--- src/rtl/core/alc_pkg.sv ---
// ---------------------------------------------------------------------------
// alc_pkg: shared definitions for average-link clustering
// Types, status codes and sizing defaults used by the clustering core.
// ---------------------------------------------------------------------------
package alc_pkg;

  localparam int DEF_MAX_POINTS = 64;
  localparam int DEF_MAX_DIMS   = 16;
  localparam int COORD_W        = 16;
  localparam int DIST_W         = 32;
  localparam int ID_OUT_W       = 7;
  localparam int SIZE_OUT_W     = 7;
  localparam int STAT_W         = 2;

  typedef enum logic [STAT_W-1:0] {
    STAT_OK     = 2'd0,
    STAT_FEW    = 2'd1,
    STAT_RAGGED = 2'd2,
    STAT_BOUND  = 2'd3
  } status_t;

  typedef enum logic {
    OP_SQRT = 1'b0,
    OP_DIV  = 1'b1
  } iter_op_t;

  typedef struct packed {
    logic     start;
    iter_op_t op;
  } iter_req_t;

  typedef enum logic [4:0] {
    ST_IDLE,
    ST_INIT,
    ST_BLD_RD,
    ST_BLD_MUL,
    ST_BLD_ACC,
    ST_SQRT,
    ST_SQRT_WAIT,
    ST_SRCH,
    ST_SRCH_DRAIN,
    ST_SZ_RD,
    ST_SZ_CAP,
    ST_UPD_CHK,
    ST_UPD_MUL,
    ST_UPD_ADD,
    ST_UPD_DIV,
    ST_UPD_WAIT,
    ST_EMIT
  } state_t;

endpackage

--- src/rtl/core/alc_iter_unit.sv ---
// ---------------------------------------------------------------------------
// alc_iter_unit: shared shift-compare-subtract unit
// Integer square root (two bits a step) or division (one bit a step).
// ---------------------------------------------------------------------------
module alc_iter_unit #(
  parameter int UW       = 40,
  parameter int DENW     = 7,
  parameter int SQ_STEPS = 18,
  parameter int DV_STEPS = 40
) (
  input  logic               clk,
  input  logic               rst_n,
  input  alc_pkg::iter_req_t req,
  input  logic [UW-1:0]      operand,
  input  logic [DENW-1:0]    divisor,
  output logic               done,
  output logic [UW-1:0]      result
);
  import alc_pkg::*;

  localparam int CNTW = $clog2(UW + 1);

  logic            run_r, run_nxt;
  logic            done_r, done_nxt;
  iter_op_t        op_r;
  logic [UW-1:0]   opd_r, opd_nxt;
  logic [UW-1:0]   rem_r, rem_nxt;
  logic [UW-1:0]   res_r, res_nxt;
  logic [DENW-1:0] den_r;
  logic [CNTW-1:0] cnt_r, cnt_nxt;
  logic [UW-1:0]   rem_sh;
  logic [UW-1:0]   trial;
  logic            ge;
  logic            last_step;

  // The remainder takes the next operand bits, then the trial value is
  // subtracted when it fits; the fit decision is the next result bit.
  always_comb begin
    if (op_r == OP_DIV) begin
      rem_sh = {rem_r[UW-2:0], opd_r[UW-1]};
      trial  = UW'(den_r);
      opd_nxt = {opd_r[UW-2:0], 1'b0};
      last_step = (cnt_r == CNTW'(DV_STEPS - 1));
    end else begin
      rem_sh = {rem_r[UW-3:0], opd_r[UW-1:UW-2]};
      trial  = {res_r[UW-3:0], 2'b01};
      opd_nxt = {opd_r[UW-3:0], 2'b00};
      last_step = (cnt_r == CNTW'(SQ_STEPS - 1));
    end
    ge       = (rem_sh >= trial);
    rem_nxt  = ge ? (rem_sh - trial) : rem_sh;
    res_nxt  = {res_r[UW-2:0], ge};
    cnt_nxt  = cnt_r + CNTW'(1);
    run_nxt  = run_r;
    done_nxt = 1'b0;
    if (req.start) begin
      run_nxt = 1'b1;
    end else if (run_r && last_step) begin
      run_nxt  = 1'b0;
      done_nxt = 1'b1;
    end
  end

  always_ff @(posedge clk) begin
    if (!rst_n) begin
      run_r  <= 1'b0;
      done_r <= 1'b0;
    end else begin
      run_r  <= run_nxt;
      done_r <= done_nxt;
    end
  end

  always_ff @(posedge clk) begin
    if (req.start) begin
      op_r  <= req.op;
      opd_r <= operand;
      rem_r <= '0;
      res_r <= '0;
      den_r <= divisor;
      cnt_r <= '0;
    end else if (run_r) begin
      opd_r <= opd_nxt;
      rem_r <= rem_nxt;
      res_r <= res_nxt;
      cnt_r <= cnt_nxt;
    end
  end

  assign done   = done_r;
  assign result = res_r;

endmodule

--- config.mk ---
export PLATFORM = sky130hd
export DESIGN_NAME = alc_iter_unit
export DESIGN_NICKNAME = d
export VERILOG_FILES = /design/src/rtl/core/alc_pkg.sv /design/src/rtl/core/alc_iter_unit.sv
export SDC_FILE = /design/constraint.sdc
export NUM_CORES = 1
export LEC_CHECK = 0
export BUFFER_PORTS_ARGS = -buffer_cell sky130_fd_sc_hd__buf_2
export CAP_MARGIN = 20
export CORE_ASPECT_RATIO = 0.8
export CORE_UTILIZATION = 55
export DETAILED_ROUTE_END_ITERATION = 8
export PLACE_DENSITY = 0.81
export SLEW_MARGIN = 40
export SYNTH_ARGS = -nofsm -noshare
export SYNTH_HDL_FRONTEND = slang
export SYNTH_SLANG_ARGS = --single-unit
--- constraint.sdc ---
create_clock -name clk -period 5.3 [get_ports clk]
set_input_delay 1.06 -clock clk [delete_from_list [all_inputs] [get_ports clk]]
set_output_delay 1.06 -clock clk [all_outputs]
set_load 0.01 [all_outputs]
==> run_results.csv <==
group,metric,value,unit
route,routed_via_density,5.811,
global_routing,grt_pass1_vias,6446,
worst_setup_path,crit_chain,"buf_12 > mux2_2 > ha_1 > o21ai_0 > o21ai_1 > a2111oi_4 > o21ai_2 > o21bai_2 > and2_1 > buf_4 > nor2_1 > a21oi_1 > a211oi_1",
die,die-area,16160,µm²
timing,slew_headroom,48.22,%
synth,synth_edf_count,48,
finish,stdcell_area,9747,µm²
clock_network,cts_setup_buffers,0,
finish,syn_to_final_growth,13.21,%
global_routing,grt.total_usage,25.12,%
power_and_ir_drop,p_leak,4.218,nW
synth,yosys_warnings,0,
hold_path,hp-class,"reg -> reg",
route,drc,0,
global_routing,grt_first_pass_wirelength,32170,µm
clock_network,path_clk_slew,0.06,ns
worst_setup_path,cp-start-kind,"flip-flop",
synth,synth.avg_cell_area,8.968,µm²
timing,finalClockSkew,0.008013,ns
finish,final_core_util,64.27,%
timing,timing.setup.tns,0,ns
placement,gp_congestion,0.9785,
synth,yosysTopAreaCell,"dfxtp_1",
route,vias,7206,
worst_setup_path,crit_buf_inv,2,
placement,placed_area,9166,µm²
worst_setup_path,cp_max_fo,34,
synth,muxShareOfSynthArea,15.45,%
worst_setup_path,cp_num_cells,13,
global_routing,busiest_layer,"met1",
finish,num-nets-final,1110,
clock_network,htree_levels,4,
clock_network,clk_path_buf_depth,2,
clock_network,cts_tree,"yes",
worst_setup_path,cp.arrival,4.71,ns
power_and_ir_drop,powerDensity,572.5,nW/µm²
worst_setup_path,critPathTopFamily,"compound AO/OA/AOI/OAI gates",
finish,diodes,0,
worst_setup_path,timing.rr.end,"rem_r[20]",
flow_run,cap_violations,0,
synth,synthXorXnorAreaFrac,3.967,%
worst_setup_path,reg2reg_from,"op_r",
timing,final-hold-violation-count,0,
synth,synth_adder_area_share,6.191,%
worst_setup_path,setup.worst_path.start,"op_r",
global_routing,grt_max_degree,92,
timing,final-setup-viol-count,0,
timing,drv_slew,0,
power_and_ir_drop,ir_drop,0.4807,mV
die,die_height,113.9,µm
finish,mostFrequentLayoutCell,"nor2_1",
synth,yosys-top-cells-area,"dfxtp_1, edfxtp_1, mux2i_1, ha_1, mux2_2",
placement,dp_hpwl,13740,µm
die,core_area,15160,µm²
timing,min_period,4.443,ns
synth,syn-num-nets,1053,
placement,place.port_buffers,91,
die,io_pins,92,
clock_network,clock_sinks,135,
worst_setup_path,rr_worst_depth,13,
placement,dp.cells,1208,
die,die_w,141.9,µm
global_routing,overflow,0,
die,rows,40,
synth,synthArstFlopShare,0,%
route,wl,19850,µm
finish,fin_cells,1240,
synth,syn_area,8610,µm²
timing,min_period_over_period,83.84,%
timing,worst_pin_slew,0.7749,ns
route,wl_per_cell,16.01,µm
timing,grt_setup_unrepaired,"false",
global_routing,grt_use_met2,34.88,%
synth,synth-seq-area-share,36.97,%
worst_setup_path,cp-endpoint,"rem_r[20]",
synth,synth_cell_types,55,
synth,synth_top_family_by_area,"compound AO/OA/AOI/OAI gates",
synth,synth_seq_cells,135,
worst_setup_path,endpoint_kind,"flip-flop",
route,firstDrtPassIters,5,
clock_network,clockRootBuffer,"clkbuf_16",
worst_setup_path,crit_path_max_incr_delay,0.78,ns
worst_setup_path,path_class,"reg -> reg",
status,run_status,"finished clean",
timing,max_freq,0.2251,GHz
finish,layout_common_cells,"nor2_1, nand2_1, buf_2",
clock_network,cts_made_buffers,17,
global_routing,grt_use_met3,7.809,%
clock_network,clock_latency,0.43,ns
finish,drive_above_1_share,18.16,%
synth,synth_compound_area_share,17.88,%
die,start_util,56.77,%
global_routing,antenna_found_initial,0,
route,ant_nets,0,
worst_setup_path,reg2reg_slack,0.86,ns
clock_network,hold_buffers,0,
synth,synthDominantCellAreaShare,20.23,%
worst_setup_path,cp.required,5.57,ns
clock_network,cts_resized,0,
synth,yosys_most_used_dff,"dfxtp_1",
finish,fill_cells,1236,
synth,syn_inst,960,
route,drt_iter0_markers,651,
global_routing,met1_usage,37.13,%
synth,yosys.area_share.simple,15.84,%
worst_setup_path,slowest_stage,"edfxtp_1",
through the flow:
| stage | total power, mW | setup WS, ns | hold slack (ns) |
|---|---|---|---|
| floorplan | 3.785 | 1.400 | 0.4304 |
| global placement | 4.269 | 1.175 | 0.4555 |
| detailed placement | 4.313 | 1.059 | 0.4700 |
| CTS | 5.515 | 0.9464 | 0.4838 |
| global route | 5.946 | 0.6231 | 0.4987 |
| finish | 5.580 | 0.8565 | 0.4842 |
synth_stat cells, types with 10 or more instances:
library cell and count:
clkbuf_1 42, nand2_1 105, a21o_1 19, buf_1 10
xor2_1 16, mux2i_1 89, inv_1 12, nand4_1 13
dfxtp_1 87, a211oi_1 18, edfxtp_1 48, o21ai_0 74
ha_1 41, nand2b_1 36, nor2_1 111, mux2_2 39
xnor2_1 23, a21oi_1 57, a32oi_1 11
where the power goes:
part           internal, mW  total [mW]  leakage (nW)  switching (mW)
Combinational          1.21        3.09          2.75            1.88
Sequential             1.22        1.32          1.20           0.104
Clock                 0.698        1.17         0.273           0.469
cell type report:
class                           count  area [µm²]  share of cell area, %
Timing Repair Buffer              101       561.8                  5.764
Inverter                           12       45.04                 0.4621
Sequential cell                   135        3187                  32.70
Tap cell                          210       262.8                  2.696
Multi-Input combinational cell    750        5110                  52.43
Clock buffer                       19       432.9                  4.442
Clock inverter                     13       147.6                  1.515
sequential cells by signal, indices dropped and copies added (netlist names):
register,count
cnt_r,6
rem_r,39
done,1
run_r,1
opd_r,40
den_r,7
op_r,1
result,40
cell families (layout without fill, tap and decap cells):
family / count (synthesis) / after routing
mux: 128 / 128
xor+xnor: 39 / 39
buf+inv: 75 / 145
fa+ha+maj: 42 / 42
simple gates: 306 / 306
flops: 135 / 135
compound gates: 235 / 235
worst reg2reg max path, stage by stage (launching register included):
cell	delay, ns
edfxtp_1	0.78
buf_12	0.28
mux2_2	0.37
ha_1	0.37
o21ai_0	0.36
o21ai_1	0.18
a2111oi_4	0.44
o21ai_2	0.15
o21bai_2	0.16
and2_1	0.49
buf_4	0.37
nor2_1	0.11
a21oi_1	0.14
a211oi_1	0.09
worst min-delay path by stage:
| stage | startpoint | to | slack (ns) | cells after the start |
|---|---|---|---|---|
| 3_5_place_dp | rem_r[38] | rem_r[38] | 0.47 | 2 |
| 5_1_grt | rem_r[38] | rem_r[38] | 0.50 | 2 |
| 4_1_cts | rem_r[38] | rem_r[38] | 0.48 | 2 |
| 2_1_floorplan | rem_r[38] | rem_r[38] | 0.43 | 2 |
| 3_3_place_gp | rem_r[38] | rem_r[38] | 0.46 | 2 |
| 6_report | rem_r[38] | rem_r[38] | 0.48 | 2 |
metal layers:
| metal | up-vias | routed length, µm |
|---|---|---|
| met5 | - | 0 |
| met4 | 0 | 179 |
| met3 | 21 | 1596 |
| met2 | 272 | 8202 |
| met1 | 3335 | 9874 |
| li1 | 3578 | - |
(Power assumes the default switching activity.)
